[config.mk]
export PLATFORM = sky130hd
export DESIGN_NAME = circular_deque
export DESIGN_NICKNAME = d
export VERILOG_FILES = /design/src/hdl/cdq_pkg.sv /design/src/hdl/circular_deque.sv /design/src/hdl/cdq_datapath.sv /design/src/hdl/cdq_controller.sv
export SDC_FILE = /design/constraint.sdc
export NUM_CORES = 1
export LEC_CHECK = 0
export BUFFER_PORTS_ARGS = -buffer_cell sky130_fd_sc_hd__buf_2
export CAP_MARGIN = 20
export CORE_MARGIN = 1
export CORE_UTILIZATION = 62
export DETAILED_ROUTE_END_ITERATION = 7
export MAX_ROUTING_LAYER = met4
export PLACE_DENSITY = 0.82
export SYNTH_ARGS = -nofsm -noshare
export SYNTH_HDL_FRONTEND = slang
export SYNTH_SLANG_ARGS = --single-unit
[constraint.sdc]
create_clock -name clock -period 6.97 [get_ports clock]
set_clock_uncertainty 0.1 [all_clocks]
set_input_delay 1.0455 -clock clock [delete_from_list [all_inputs] [get_ports clock]]
set_output_delay 1.0455 -clock clock [all_outputs]
set_load 0.005 [all_outputs]
[src/hdl/cdq_pkg.sv]
// Shared constants, word types and control structs for the circular deque.
package cdq_pkg;

   localparam int DEPTH      = 16;
   localparam int DATA_WIDTH = 32;
   localparam int IDX_W      = (DEPTH > 1) ? $clog2(DEPTH) : 1;
   localparam int CAP_W      = 5;

   localparam logic [1:0] CMD_PUSH_BACK  = 2'd0;
   localparam logic [1:0] CMD_POP_FRONT  = 2'd1;
   localparam logic [1:0] CMD_PUSH_FRONT = 2'd2;
   localparam logic [1:0] CMD_POP_BACK   = 2'd3;

   localparam logic [1:0] STS_DONE      = 2'd0;
   localparam logic [1:0] STS_OVERFLOW  = 2'd1;
   localparam logic [1:0] STS_UNDERFLOW = 2'd2;

   typedef struct packed {
      logic [1:0]         command;
      logic signed [31:0] push_value;
   } req_type;

   typedef struct packed {
      logic signed [31:0] pop_value;
      logic [1:0]         status;
      logic               is_empty;
      logic               is_full;
   } rsp_type;

   // controller -> datapath
   typedef struct packed {
      logic load;
      logic exec_push;
      logic exec_pop;
      logic fault;
   } ctrl_cmd_type;

   // datapath -> controller
   typedef struct packed {
      logic is_push;
      logic empty;
      logic full;
   } dp_status_type;

endpackage

[src/hdl/circular_deque.sv]
// Top level of the circular double-ended queue.
//
//  channel   ports                            handshake
//  -------   ------------------------------   ------------------------------------
//  request   start, busy, req_data            taken when start && !busy
//  response  rsp_valid, rsp_data              one-cycle strobe, cannot be stalled
//  config    csr_valid, csr_ready, csr_data   capacity written on valid && ready
//
// Each command steps through accept, execute (index update, slot write or
// slot read), respond. The slot memory's registered read is taken in execute and
// shows in respond; busy stays high from accept until the response strobe.
// Reset (synchronous, active high) empties the queue, homes head and tail to
// slot 0 and sets capacity to 16; slot contents are not cleared.
// rsp_valid marks the response word for exactly one cycle; the receiver cannot stall.
// Capacity writes are held off (csr_ready low) while a command is in flight.
module circular_deque (
   input  logic                      clock,
   input  logic                      reset,
   input  logic                      start,
   output logic                      busy,
   input  cdq_pkg::req_type          req_data,
   output logic                      rsp_valid,
   output cdq_pkg::rsp_type          rsp_data,
   input  logic                      csr_valid,
   output logic                      csr_ready,
   input  logic [cdq_pkg::CAP_W-1:0] csr_data
);
   import cdq_pkg::*;

   ctrl_cmd_type  cmd;
   dp_status_type status;

   // capacity register only takes a word while no command is in flight
   assign csr_ready = !busy;

   cdq_controller u_ctrl (
      .clock   (clock),
      .reset   (reset),
      .start   (start),
      .status  (status),
      .busy    (busy),
      .respond (rsp_valid),
      .cmd     (cmd)
   );

   cdq_datapath u_dp (
      .clock    (clock),
      .reset    (reset),
      .req_data (req_data),
      .csr_we   (csr_valid && csr_ready),
      .csr_data (csr_data),
      .cmd      (cmd),
      .status   (status),
      .rsp_data (rsp_data)
   );

endmodule

[src/hdl/cdq_datapath.sv]
// Deque datapath: slot memory, head/tail indices, empty flag, capacity register.
module cdq_datapath (
   input  logic                     clock,
   input  logic                     reset,
   input  cdq_pkg::req_type         req_data,
   input  logic                     csr_we,
   input  logic [cdq_pkg::CAP_W-1:0] csr_data,
   input  cdq_pkg::ctrl_cmd_type    cmd,
   output cdq_pkg::dp_status_type   status,
   output cdq_pkg::rsp_type         rsp_data
);
   import cdq_pkg::*;

   logic [DATA_WIDTH-1:0] mem [DEPTH];

   logic [CAP_W-1:0]      capacity_ff;
   logic [IDX_W-1:0]      head_ff, head_in;
   logic [IDX_W-1:0]      tail_ff, tail_in;
   logic                  empty_ff, empty_in;
   logic [1:0]            command_ff;
   logic [DATA_WIDTH-1:0] value_ff;
   logic [DATA_WIDTH-1:0] rd_data_ff;
   logic                  pop_ok_ff;
   logic [1:0]            status_ff;

   logic                  wr_en;
   logic [IDX_W-1:0]      wr_addr;
   logic [IDX_W-1:0]      rd_addr;
   logic                  is_push;
   logic                  full;
   logic [CAP_W-1:0]      cap_eff;

   always_comb begin
      if (capacity_ff == '0) begin
         cap_eff = CAP_W'(1);
      end else if (capacity_ff > CAP_W'(DEPTH)) begin
         cap_eff = CAP_W'(DEPTH);
      end else begin
         cap_eff = capacity_ff;
      end
   end

   // index at or past capacity wraps to slot 0
   function automatic logic [IDX_W-1:0] step_fwd(input logic [IDX_W-1:0] i,
                                                 input logic [CAP_W-1:0] c);
      logic [CAP_W:0] nxt;
      nxt = (CAP_W+1)'(i) + (CAP_W+1)'(1);
      if (nxt >= (CAP_W+1)'(c)) begin
         return '0;
      end
      return nxt[IDX_W-1:0];
   endfunction

   function automatic logic [IDX_W-1:0] step_back(input logic [IDX_W-1:0] i,
                                                  input logic [CAP_W-1:0] c);
      logic [CAP_W-1:0] top;
      top = c - CAP_W'(1);
      if (i == '0) begin
         return top[IDX_W-1:0];
      end
      return i - IDX_W'(1);
   endfunction

   assign is_push = (command_ff == CMD_PUSH_BACK) || (command_ff == CMD_PUSH_FRONT);
   assign full    = !empty_ff && (head_ff == step_fwd(tail_ff, cap_eff));

   assign status.is_push = is_push;
   assign status.empty   = empty_ff;
   assign status.full    = full;

   always_comb begin
      head_in  = head_ff;
      tail_in  = tail_ff;
      empty_in = empty_ff;
      wr_en    = 1'b0;
      wr_addr  = '0;
      rd_addr  = (command_ff == CMD_POP_FRONT) ? head_ff : tail_ff;
      if (cmd.exec_push) begin
         wr_en = 1'b1;
         if (empty_ff) begin
            head_in  = '0;
            tail_in  = '0;
            empty_in = 1'b0;
            wr_addr  = '0;
         end else if (command_ff == CMD_PUSH_BACK) begin
            tail_in = step_fwd(tail_ff, cap_eff);
            wr_addr = tail_in;
         end else begin
            head_in = step_back(head_ff, cap_eff);
            wr_addr = head_in;
         end
      end else if (cmd.exec_pop) begin
         if (head_ff == tail_ff) begin
            // last element leaves: back to the reset picture
            head_in  = '0;
            tail_in  = '0;
            empty_in = 1'b1;
         end else if (command_ff == CMD_POP_FRONT) begin
            head_in = step_fwd(head_ff, cap_eff);
         end else begin
            tail_in = step_back(tail_ff, cap_eff);
         end
      end
   end

   always_ff @(posedge clock) begin
      if (reset) begin
         capacity_ff <= CAP_W'(DEPTH);
         head_ff     <= '0;
         tail_ff     <= '0;
         empty_ff    <= 1'b1;
         pop_ok_ff   <= 1'b0;
         status_ff   <= STS_DONE;
      end else begin
         if (csr_we) begin
            capacity_ff <= csr_data;
         end
         head_ff  <= head_in;
         tail_ff  <= tail_in;
         empty_ff <= empty_in;
         if (cmd.exec_push || cmd.exec_pop || cmd.fault) begin
            pop_ok_ff <= cmd.exec_pop;
            if (cmd.fault) begin
               status_ff <= is_push ? STS_OVERFLOW : STS_UNDERFLOW;
            end else begin
               status_ff <= STS_DONE;
            end
         end
      end
   end

   always_ff @(posedge clock) begin
      if (cmd.load) begin
         command_ff <= req_data.command;
         value_ff   <= DATA_WIDTH'(req_data.push_value);
      end
   end

   always_ff @(posedge clock) begin
      if (wr_en) begin
         mem[wr_addr] <= value_ff;
      end
      if (cmd.exec_pop) begin
         rd_data_ff <= mem[rd_addr];
      end
   end

   assign rsp_data.pop_value = pop_ok_ff ? 32'(signed'(rd_data_ff)) : '0;
   assign rsp_data.status    = status_ff;
   assign rsp_data.is_empty  = empty_ff;
   assign rsp_data.is_full   = full;

   a_empty_home: assert property (@(posedge clock) disable iff (reset)
      empty_ff |-> (head_ff == '0) && (tail_ff == '0))
      else $error("empty deque with indices off slot 0");

   a_push_fills: assert property (@(posedge clock) disable iff (reset)
      cmd.exec_push |=> !empty_ff)
      else $error("deque empty after a push");

   a_fault_holds: assert property (@(posedge clock) disable iff (reset)
      cmd.fault |=> $stable(head_ff) && $stable(tail_ff) && $stable(empty_ff))
      else $error("indices moved on overflow or underflow");

endmodule

[src/hdl/cdq_controller.sv]
// Deque controller: accept, execute and respond sequencing.
module cdq_controller (
   input  logic                   clock,
   input  logic                   reset,
   input  logic                   start,
   input  cdq_pkg::dp_status_type status,
   output logic                   busy,
   output logic                   respond,
   output cdq_pkg::ctrl_cmd_type  cmd
);
   import cdq_pkg::*;

   typedef enum logic [2:0] {
      ST_IDLE = 3'b001,
      ST_EXEC = 3'b010,
      ST_DONE = 3'b100
   } state_type;

   state_type state_ff, state_in;

   always_comb begin
      state_in      = state_ff;
      cmd           = '0;
      busy          = 1'b1;
      respond       = 1'b0;
      case (state_ff)
         ST_IDLE: begin
            busy = 1'b0;
            if (start) begin
               cmd.load = 1'b1;
               state_in = ST_EXEC;
            end
         end
         ST_EXEC: begin
            cmd.exec_push = status.is_push && !status.full;
            cmd.exec_pop  = !status.is_push && !status.empty;
            cmd.fault     = status.is_push ? status.full : status.empty;
            state_in      = ST_DONE;
         end
         ST_DONE: begin
            respond  = 1'b1;
            state_in = ST_IDLE;
         end
         default: begin
            state_in = ST_IDLE;
         end
      endcase
   end

   always_ff @(posedge clock) begin
      if (reset) begin
         state_ff <= ST_IDLE;
      end else begin
         state_ff <= state_in;
      end
   end

   a_accept_exec: assert property (@(posedge clock) disable iff (reset)
      (start && !busy) |=> state_ff == ST_EXEC)
      else $error("accepted word not executed");

   a_exec_once: assert property (@(posedge clock) disable iff (reset)
      $onehot0({cmd.exec_push, cmd.exec_pop, cmd.fault}))
      else $error("conflicting datapath commands");

   a_resp_follows: assert property (@(posedge clock) disable iff (reset)
      state_ff == ST_EXEC |=> respond)
      else $error("execute not followed by response");

endmodule

==> flow_metrics.tcl, run 1 <==
set metrics [dict create \
    post_cts_resize_count 0 \
    final.min_clock_period_ns 4.84 \
    synth-seq-cells 598 \
    power.leakage_nw 8.82 \
    cp_max_fo 32 \
    ys.flop_type "edfxtp_1" \
    antenna_found_initial 0 \
    crit_arrival_ns 4.95 \
    root_buffer "clkbuf_16" \
    grt_usage_pct 27.8 \
    ios 82 \
    clkTransAtPathRegs_ns 0.06 \
    synth_area_um2 23700 \
    dpl.hpwl_um 26900 \
    initial_core_util_pct 62.9 \
    min_path_cells 2 \
    yosysSeqAreaShare_pct 74.9 \
    final_antenna_net_count 0 \
    synth_cell_types 64 \
    timing.fmax_mhz 207 \
    via_per_inst 6.44 \
    routed_wl_um 50600 \
    diodes 0 \
    drt_iter0_markers 1353 \
    period_share_pct 69.4 \
    final-hold-violation-count 0 \
    coreArea_um2 37700 \
    min_path_type "register to register" \
    row_count 71 \
    slowest_stage "nor2_4" \
    status "complete, no violations" \
    ys_async_sr_fraction_pct 0 \
    synthCells 1221 \
    worst_pin_slew_ns 1.09 \
    tns_ns 0 \
    finalSetupViolations 0 \
    r2r_cells 10 \
    port_buffers 81 \
    synth_fp_nets 1279 \
    cts-htree-levels 2 \
    endpoint_kind "register" \
    drive_gt1_share_pct 25.2 \
    power_density_nw_per_um2 266 \
    critPathLaunchType "register" \
    maxCapViolCount 0 \
    rsz0062_at_grt "no" \
    clk_latency_ns 0.60 \
    syn_area_per_cell_um2 19.4 \
    required_ns 7.09 \
    maxSlewViolCount 0 \
    gp_congestion 0.920 \
    die_area_um2 39000 \
    critical_path_class "register to register" \
    grt_pass1_vias 12300 \
    fin_nets 1377 \
    final_area_um2 26400 \
    clk_path_buf_depth 3 \
    ir_drop_mv 0.266 \
    cts_tree "built" \
    cts.sinks 598 \
    grt-ovfl-total 0 \
    drc 0 \
    die_h_um 198 \
    grt_max_degree 129 \
    path_cells "or3_1, a21oi_1, ha_1, nor2b_1, o21ai_1, a2111oi_4, a21oi_1, o21ai_2, nand2_1, nor2_4" \
    firstDrtPassIters 5 \
    hold_buffers 0 \
    relSlewSlack_pct 27.0 \
    total_power_mw 7.04 \
    critPathMaxStageDelay_ns 0.91 \
    synth_edf_count 578 \
    area_growth_pct 11.6 \
    die_w_um 198 \
    grt_pass1_wl_um 76100 \
    via_count 12100 \
    ys_warn_count 0 \
    place_area_um2 24700 \
    holdWs_ns 0.358 \
    post_cts_buffers 0 \
    cts_buffers 55 \
    wire_per_inst_um 27.0 \
    crit_top_cell "a21oi_1" \
]
==> power by group <==
part	total (mW)	internal, mW	switching [mW]
registers	4.04	3.98	0.0604
clock network	2.86	1.58	1.28
logic	0.140	0.0538	0.0866
==> per-stage QoR <==
step	cells	util (%)	setup slack, ns
detailed placement	1770	65.6	2.14
floorplan	1221	-	1.54
global route	1872	70.2	1.80
CTS	1869	70.0	2.11
finish	1872	70.2	2.13
global placement	1769	65.5	2.34
==> worst paths after layout <==
| check | endpoint | slack (ns) | startpoint |
|---|---|---|---|
| setup / recovery | u_dp.mem[1][7] | 2.13 | u_dp.capacity_ff[1] |
| hold / removal | u_dp.status_ff[1] | 0.36 | u_dp.status_ff[1] |
| setup reg to reg | u_dp.mem[1][7] | 2.13 | u_dp.capacity_ff[1] |
| hold reg to reg | u_dp.status_ff[1] | 0.36 | u_dp.status_ff[1] |
==> layout make-up <==
cell class	instances	area (µm²)
repair buffers	108	673
clock buffers	70	1450
multi-input cells	539	5630
inverters	17	63.8
fillers	2231	11200
flip-flops and latches	598	17800
well taps	511	639
clock inverters	29	226
==> worst max-delay path: cells and delay by family, from the launching register on <==
kind / cells / cell delay (ns)
adders and majority gates: 1 / 0.33
DFF: 1 / 0.34
and+or+nand+nor: 4 / 1.79
AOI/OAI and AO/OA: 5 / 1.86
==> placed cells by master (no fill, tap or decap), types with 4 or more instances in the layout <==
master and instances:
a211oi_1 38, a21oi_1 18, a21oi_4 4, a221oi_1 4, a31oi_1 34, and2_1 68
buf_2 81, buf_4 22, clkbuf_1 14, clkbuf_16 56, clkinv_1 14, clkinv_2 7
dfxtp_1 20, edfxtp_1 578, ha_1 15, inv_1 16, mux2i_1 6, mux4_2 128
nand2_1 79, nand2b_1 4, nand3_1 9, nor2_1 23, nor2_4 4, nor2b_1 6
nor3_1 4, nor3_2 7, nor3b_1 4, nor3b_2 4, o211ai_1 4, o21ai_0 8
o21ai_1 5, o31ai_1 4, or3_1 4, xnor2_1 7
==> layer usage <==
metal / part of all wire (%) / global-route usage [%] / up-vias
li1: - / - / 5148
met1: 39 / 36.7 / 6151
met2: 50 / 44.4 / 648
met3: 7.8 / 4.63 / 118
met4: 3.2 / 10.2 / 0
met5: 0 / - / -
==> synthesized netlist by cell type (all sizes together), types with 2 or more instances <==
cell type,n,area [µm²]
a211oi,38,285
a21boi,2,15.0
a21o,4,37.5
a21oi,23,123
a221oi,4,35.0
a31oi,34,213
a32oi,3,26.3
and2,69,432
and3,5,31.3
buf,37,275
clkbuf,30,113
dfxtp,20,400
edfxtp,578,17400
ha,15,188
inv,17,63.8
mux2i,6,60.1
mux4,128,2880
nand2,79,297
nand2b,4,25.0
nand3,9,45.0
nor2,28,108
nor2b,6,37.5
nor3,13,86.3
nor3b,8,60.1
o2111ai,2,17.5
o211ai,4,30.0
o21a,2,15.0
o21ai,14,73.8
o311ai,2,25.0
o31ai,4,30.0
or3,5,36.3
xnor2,8,77.6
xor2,2,17.5
==> state kept, by name (all words and copies together), names as in the netlist <==
register,flops
u_dp.pop_ok_ff,1
u_dp.empty_ff,1
u_ctrl.state_ff,3
u_dp.mem,512
u_dp.head_ff,4
u_dp.command_ff,2
u_dp.status_ff,2
u_dp.tail_ff,4
u_dp.rd_data_ff,32
u_dp.capacity_ff,5
u_dp.value_ff,32
==> kinds of logic (layout without fill, tap and decap cells) <==
kind of cell	Yosys count	count (layout)	synth area share [%]
AO/OA/AOI/OAI	145	145	4.32
XOR/XNOR	11	11	0.496
adder cells (fa/ha/maj)	15	15	0.792
buffers and inverters	84	224	1.91
flip-flops	598	598	74.9
multiplexers	134	134	12.4
AND/OR/NAND/NOR	234	234	5.15
Note: power is estimated with default switching activity, not from simulation.
==> run 2: changes to the inputs <==
--- a/config.mk
+++ b/config.mk
@@ -8,10 +8,10 @@
 export BUFFER_PORTS_ARGS = -buffer_cell sky130_fd_sc_hd__buf_2
 export CAP_MARGIN = 20
 export CORE_MARGIN = 1
-export CORE_UTILIZATION = 62
+export CORE_UTILIZATION = 56
 export DETAILED_ROUTE_END_ITERATION = 7
 export MAX_ROUTING_LAYER = met4
-export PLACE_DENSITY = 0.82
+export PLACE_DENSITY = 0.78
 export SYNTH_ARGS = -nofsm -noshare
 export SYNTH_HDL_FRONTEND = slang
 export SYNTH_SLANG_ARGS = --single-unit
==> constraint.sdc (replaced) <==
create_clock -name clock -period 3.9 [get_ports clock]
set_clock_uncertainty 0.1 [all_clocks]
set_input_delay 0.585 -clock clock [delete_from_list [all_inputs] [get_ports clock]]
set_output_delay 0.585 -clock clock [all_outputs]
set_load 0.005 [all_outputs]
==> flow_metrics.tcl, run 2 (synthesis results as in run 1) <==
set metrics [dict create \
    required_ns 3.21 \
    final_antenna_net_count 0 \
    routed_wl_um 52400 \
    place_area_um2 25500 \
    wire_per_inst_um 26.9 \
    row_count 75 \
    p_comb_share_pct 2.2 \
    drive_gt1_share_pct 29.0 \
    final.min_clock_period_ns 3.74 \
    drc 0 \
    relSlewSlack_pct 37.4 \
    largest_reg_flops 512 \
    grt_pass1_vias 12600 \
    drt_iter0_markers 1254 \
    initial_core_util_pct 56.6 \
    r2r_slack_ns 0.24 \
    power.leakage_nw 9.29 \
    finalSetupViolations 0 \
    min_path_type "primary input to register" \
    grt_usage_pct 25.7 \
    power_density_nw_per_um2 475 \
    fin_nets 1428 \
    period_share_pct 96.0 \
    ir_drop_mv 0.379 \
    clk_path_buf_depth 3 \
    area_growth_pct 15.6 \
    clk_latency_ns 0.61 \
    critPathLaunchType "register" \
    hold_buffers 0 \
    worst_pin_slew_ns 0.930 \
    crit_arrival_ns 3.06 \
    ios 82 \
    switching_power_mw 2.60 \
    dpl.hpwl_um 31200 \
    maxCapViolCount 0 \
    crit_end "rsp_data[0]" \
    rr_startpoint "u_dp.capacity_ff[1]" \
    crit_start "u_dp.capacity_ff[1]" \
    rsz0062_at_grt "no" \
    antenna_found_initial 0 \
    power_frac_clock_pct 42.4 \
    die_h_um 208 \
    final_area_um2 27400 \
    intPower_mw 10.4 \
    die_w_um 208 \
    endpoint_kind "output port" \
    cts_buffers 56 \
    grt_pass1_wl_um 79200 \
    timing.rr.end "u_dp.mem[4][15]" \
    reg_top3 "u_dp.mem (512), u_dp.rd_data_ff (32), u_dp.value_ff (32)" \
    diodes 0 \
    gp_congestion 0.925 \
    power.share.switching_pct 20.0 \
    grt_max_degree 51 \
    via_per_inst 6.30 \
    timing.fmax_mhz 267 \
    root_buffer "clkbuf_16" \
    regMostFlops "u_dp.mem" \
    seqPwrFrac_pct 55.5 \
    port_buffers 81 \
    grt-ovfl-total 0 \
    final_common_cell "edfxtp_1" \
    cp_max_fo 4 \
    clkTransAtPathRegs_ns 0.06 \
    final-hold-violation-count 0 \
    via_count 12300 \
    critical_path_class "register to output port" \
    maxSlewViolCount 0 \
    cts.sinks 598 \
    holdWs_ns 0.0424 \
    final_cell_mix "edfxtp_1, mux4_2, buf_2" \
    firstDrtPassIters 5 \
    cts-htree-levels 2 \
    coreArea_um2 41900 \
    cts_tree "built" \
    die_area_um2 43200 \
    status "complete, no violations" \
    r2r_cells 12 \
]
-- run 2: timing repair --
| action | CTS | global route |
|---|---|---|
| setup buffers | 1 | 0 |
| setup endpoints to repair | 1 | 43 |
| pin swaps | 1 | 0 |
| gates resized for setup | 7 | 7 |
-- run 2: power groups by stage --
| stage | Combinational, mW | Sequential (mW) | Clock [mW] |
|---|---|---|---|
| floorplan | 0.175 | 7.30 | 0 |
| global placement | 0.271 | 7.35 | 0 |
| detailed placement | 0.273 | 7.36 | 0 |
| CTS | 0.279 | 7.22 | 5.58 |
| global route | 0.309 | 7.23 | 5.80 |
| finish | 0.285 | 7.22 | 5.52 |
-- run 2: critical path: stages, from the launching register on --
cell and delay, ns:
dfxtp_1 0.34, or3_1 0.39, a21oi_2 0.18, ha_1 0.26, nor2b_2 0.17, o21ai_2 0.12, a2111oi_4 0.39, a21oi_1 0.12
buf_4 0.21, nor2_4 0.13, buf_2 0.14
-- run 2: cell type report --
| cell class | instances | area (µm²) |
|---|---|---|
| timing repair buffer | 158 | 1300 |
| sequential | 598 | 17800 |
| clock buffer | 69 | 1470 |
| clock inverter | 30 | 384 |
| inverter | 17 | 63.8 |
| multi-input combinational | 539 | 5750 |
| tap | 539 | 674 |
| fill | 2705 | 14500 |
-- run 2: routing by layer --
metal / vias up / track usage [%] / wire length (µm)
li1: 5262 / - / -
met4: 0 / 7.97 / 1160
met5: - / - / 0
met2: 560 / 42.3 / 26900
met3: 85 / 3.19 / 3570
met1: 6374 / 34.0 / 20800
-- run 2: worst min path at each step --
| stage | from | endpoint | slack [ns] | cells after the start |
|---|---|---|---|---|
| after floorplan | u_dp.status_ff[0] | u_dp.status_ff[0] | 0.35 | 2 |
| after global placement | u_dp.status_ff[0] | u_dp.status_ff[0] | 0.36 | 2 |
| after detailed placement | u_dp.status_ff[0] | u_dp.status_ff[0] | 0.35 | 2 |
| after CTS | req_data[27] | u_dp.value_ff[27] | 0.01 | 1 |
| after global routing | req_data[29] | u_dp.value_ff[29] | 0.02 | 1 |
| final | req_data[27] | u_dp.value_ff[27] | 0.04 | 1 |
-- run 2: through the flow --
stage | cells | setup TNS (ns) | utilization [%] | total power [mW] | worst slack, ns
final | 1950 | 0 | 65.5 | 13.0 | 0.157
after global routing | 1950 | 0 | 65.5 | 13.3 | 0.0221
after global placement | 1849 | 0 | 60.8 | 7.62 | 0.147
after detailed placement | 1849 | 0 | 60.8 | 7.63 | 0.129
after CTS | 1949 | 0 | 65.3 | 13.1 | 0.00638
after floorplan | 1221 | -70.56 | - | 7.47 | -0.293
==> run 3: changes to the inputs <==
--- a/config.mk
+++ b/config.mk
@@ -7,7 +7,7 @@
 export LEC_CHECK = 0
 export BUFFER_PORTS_ARGS = -buffer_cell sky130_fd_sc_hd__buf_2
 export CAP_MARGIN = 20
-export CORE_MARGIN = 1
+export CORE_MARGIN = 2
 export CORE_UTILIZATION = 56
 export DETAILED_ROUTE_END_ITERATION = 7
 export MAX_ROUTING_LAYER = met4
==> flow_metrics.tcl, run 3 (synthesis results as in run 1) <==
set metrics [dict create \
    grt_usage_pct 25.7 \
    largest_reg_flops 512 \
    critPathMaxStageDelay_ns 0.41 \
    cp_top_family "compound AO/OA/AOI/OAI gates" \
    die_h_um 210 \
    seq_area_um2 17800 \
    post-place-ws_ns 0.119 \
    clk_path_buf_depth 3 \
    maxCapViolCount 0 \
    grt-ovfl-total 0 \
    via_per_inst 6.30 \
    maxSlewViolCount 0 \
    critical_path_class "register to output port" \
    final_cell_mix "edfxtp_1, mux4_2, buf_2" \
    gp_congestion 0.882 \
    endpoint_kind "output port" \
    via_count 12300 \
    final.min_clock_period_ns 3.76 \
    antenna_found_initial 0 \
    crit_arrival_ns 3.08 \
    cts_buffers 57 \
    die_w_um 210 \
    clkTransAtPathRegs_ns 0.06 \
    diodes 0 \
    row_count 75 \
    wire_per_inst_um 27.3 \
    status "complete, no violations" \
    reg_top3 "u_dp.mem (512), u_dp.rd_data_ff (32), u_dp.value_ff (32)" \
    setup_slack_ns 0.139 \
    cp_num_buf_inv 2 \
    ios 82 \
    required_ns 3.21 \
    path_cells "or3_1, a21oi_4, ha_1, nor2b_2, o21ai_2, a2111oi_4, a21oi_1, buf_4, nor2_4, buf_2" \
    firstDrtPassIters 5 \
    cts.sinks 598 \
    relSlewSlack_pct 35.8 \
    drive_gt1_share_pct 29.7 \
    cp_max_fo 4 \
    multi_input_area_um2 5740 \
    drc 0 \
    timing.fmax_mhz 266 \
    die_area_um2 44000 \
    area_growth_pct 17.0 \
    grt_pass1_wl_um 80300 \
    port_buffers 81 \
    worst_pin_slew_ns 0.963 \
    layout.cells.non_filler 1957 \
    regMostFlops "u_dp.mem" \
    fillers 2613 \
    critPathLaunchType "register" \
    holdWs_ns 0.0280 \
    min_path_type "primary input to register" \
    dpl.hpwl_um 32400 \
    cts-htree-levels 2 \
    fin_nets 1428 \
    root_buffer "clkbuf_16" \
    drt_iter0_markers 1480 \
    dp.cells 1845 \
    cts_tree "built" \
    slowest_stage "or3_1" \
    final_antenna_net_count 0 \
    finalSetupViolations 0 \
    grt_max_degree 65 \
    final-hold-violation-count 0 \
    final_common_cell "edfxtp_1" \
    tns_ns 0 \
    initial_core_util_pct 56.6 \
    grt_pass1_vias 12700 \
    power.leakage_nw 9.39 \
    period_share_pct 96.4 \
    clk_latency_ns 0.63 \
    rsz0062_at_grt "no" \
    coreArea_um2 41900 \
    ir_drop_mv 0.439 \
    power_density_nw_per_um2 485 \
    routed_wl_um 53500 \
]
run 3: cell types whose count changed in the layout (fill, tap and decap cells not counted), sizes merged:
| cell | before | now |
|---|---|---|
| buf | 158 | 154 |
| bufinv | 8 | 12 |
| clkinvlp | 1 | 9 |
| clkinv | 21 | 18 |
| inv | 17 | 21 |
| clkbuf | 69 | 64 |
| dlygate4sd3 | 0 | 3 |
run 3: per-stage QoR:
stage               util, %  total power [mW]  area, µm²
detailed placement     61.2              7.64      25600
global route           66.3              13.8      27700
CTS                    66.2              13.5      27700
finish                 66.3              13.5      27700
global placement       61.2              7.63      25600
floorplan                 -              7.47      23800
run 3: layer usage:
metal / track usage (%) / routed length [µm] / up-vias
met4: 6.80 / 1150 / 0
met2: 42.3 / 27600 / 533
met1: 34.4 / 21700 / 6441
li1: - / - / 5268
met3: 3.40 / 3060 / 79
met5: - / 0 / -
run 3: where the power goes:
group	internal (mW)	total [mW]	switching [mW]
logic	0.116	0.290	0.174
registers	7.10	7.22	0.118
clock network	3.51	5.94	2.43
run 3: path summary, 6_finish.rpt:
| kind | startpoint | to | slack [ns] | depth (start not counted) |
|---|---|---|---|---|
| setup reg to reg | u_dp.capacity_ff[1] | u_dp.mem[9][17] | 0.31 | 12 |
| hold reg to reg | u_dp.status_ff[0] | u_dp.status_ff[0] | 0.37 | 2 |
| hold / removal | req_data[8] | u_dp.value_ff[8] | 0.03 | 1 |
| setup / recovery | u_dp.capacity_ff[1] | rsp_data[0] | 0.14 | 10 |
run 3: repair_timing:
item	4_1_cts	5_1_grt
hold buffers	3	0
endpoints found under the setup margin	1	122
setup buffers	2	0
gates resized for setup	7	7
endpoints found under the hold margin	3	0
pin swaps	2	0
run 3: cell type report:
class / instances / area share [%]
sequential: 598 / 64.0
clock buffer: 64 / 5.24
multi-input combinational: 539 / 20.7
tap: 539 / 2.43
clock inverter: 43 / 2.10
timing repair buffer: 157 / 5.26
inverter: 17 / 0.230
run 3: worst reg2reg max path: stages (launching register included):
cell,delay (ns)
dfxtp_1,0.33
or3_1,0.41
a21oi_4,0.17
buf_4,0.17
inv_1,0.05
ha_1,0.19
xnor2_1,0.15
nor2_1,0.09
o21ai_0,0.17
a22oi_1,0.40
nand3_1,0.43
nor3_4,0.39
buf_12,0.23
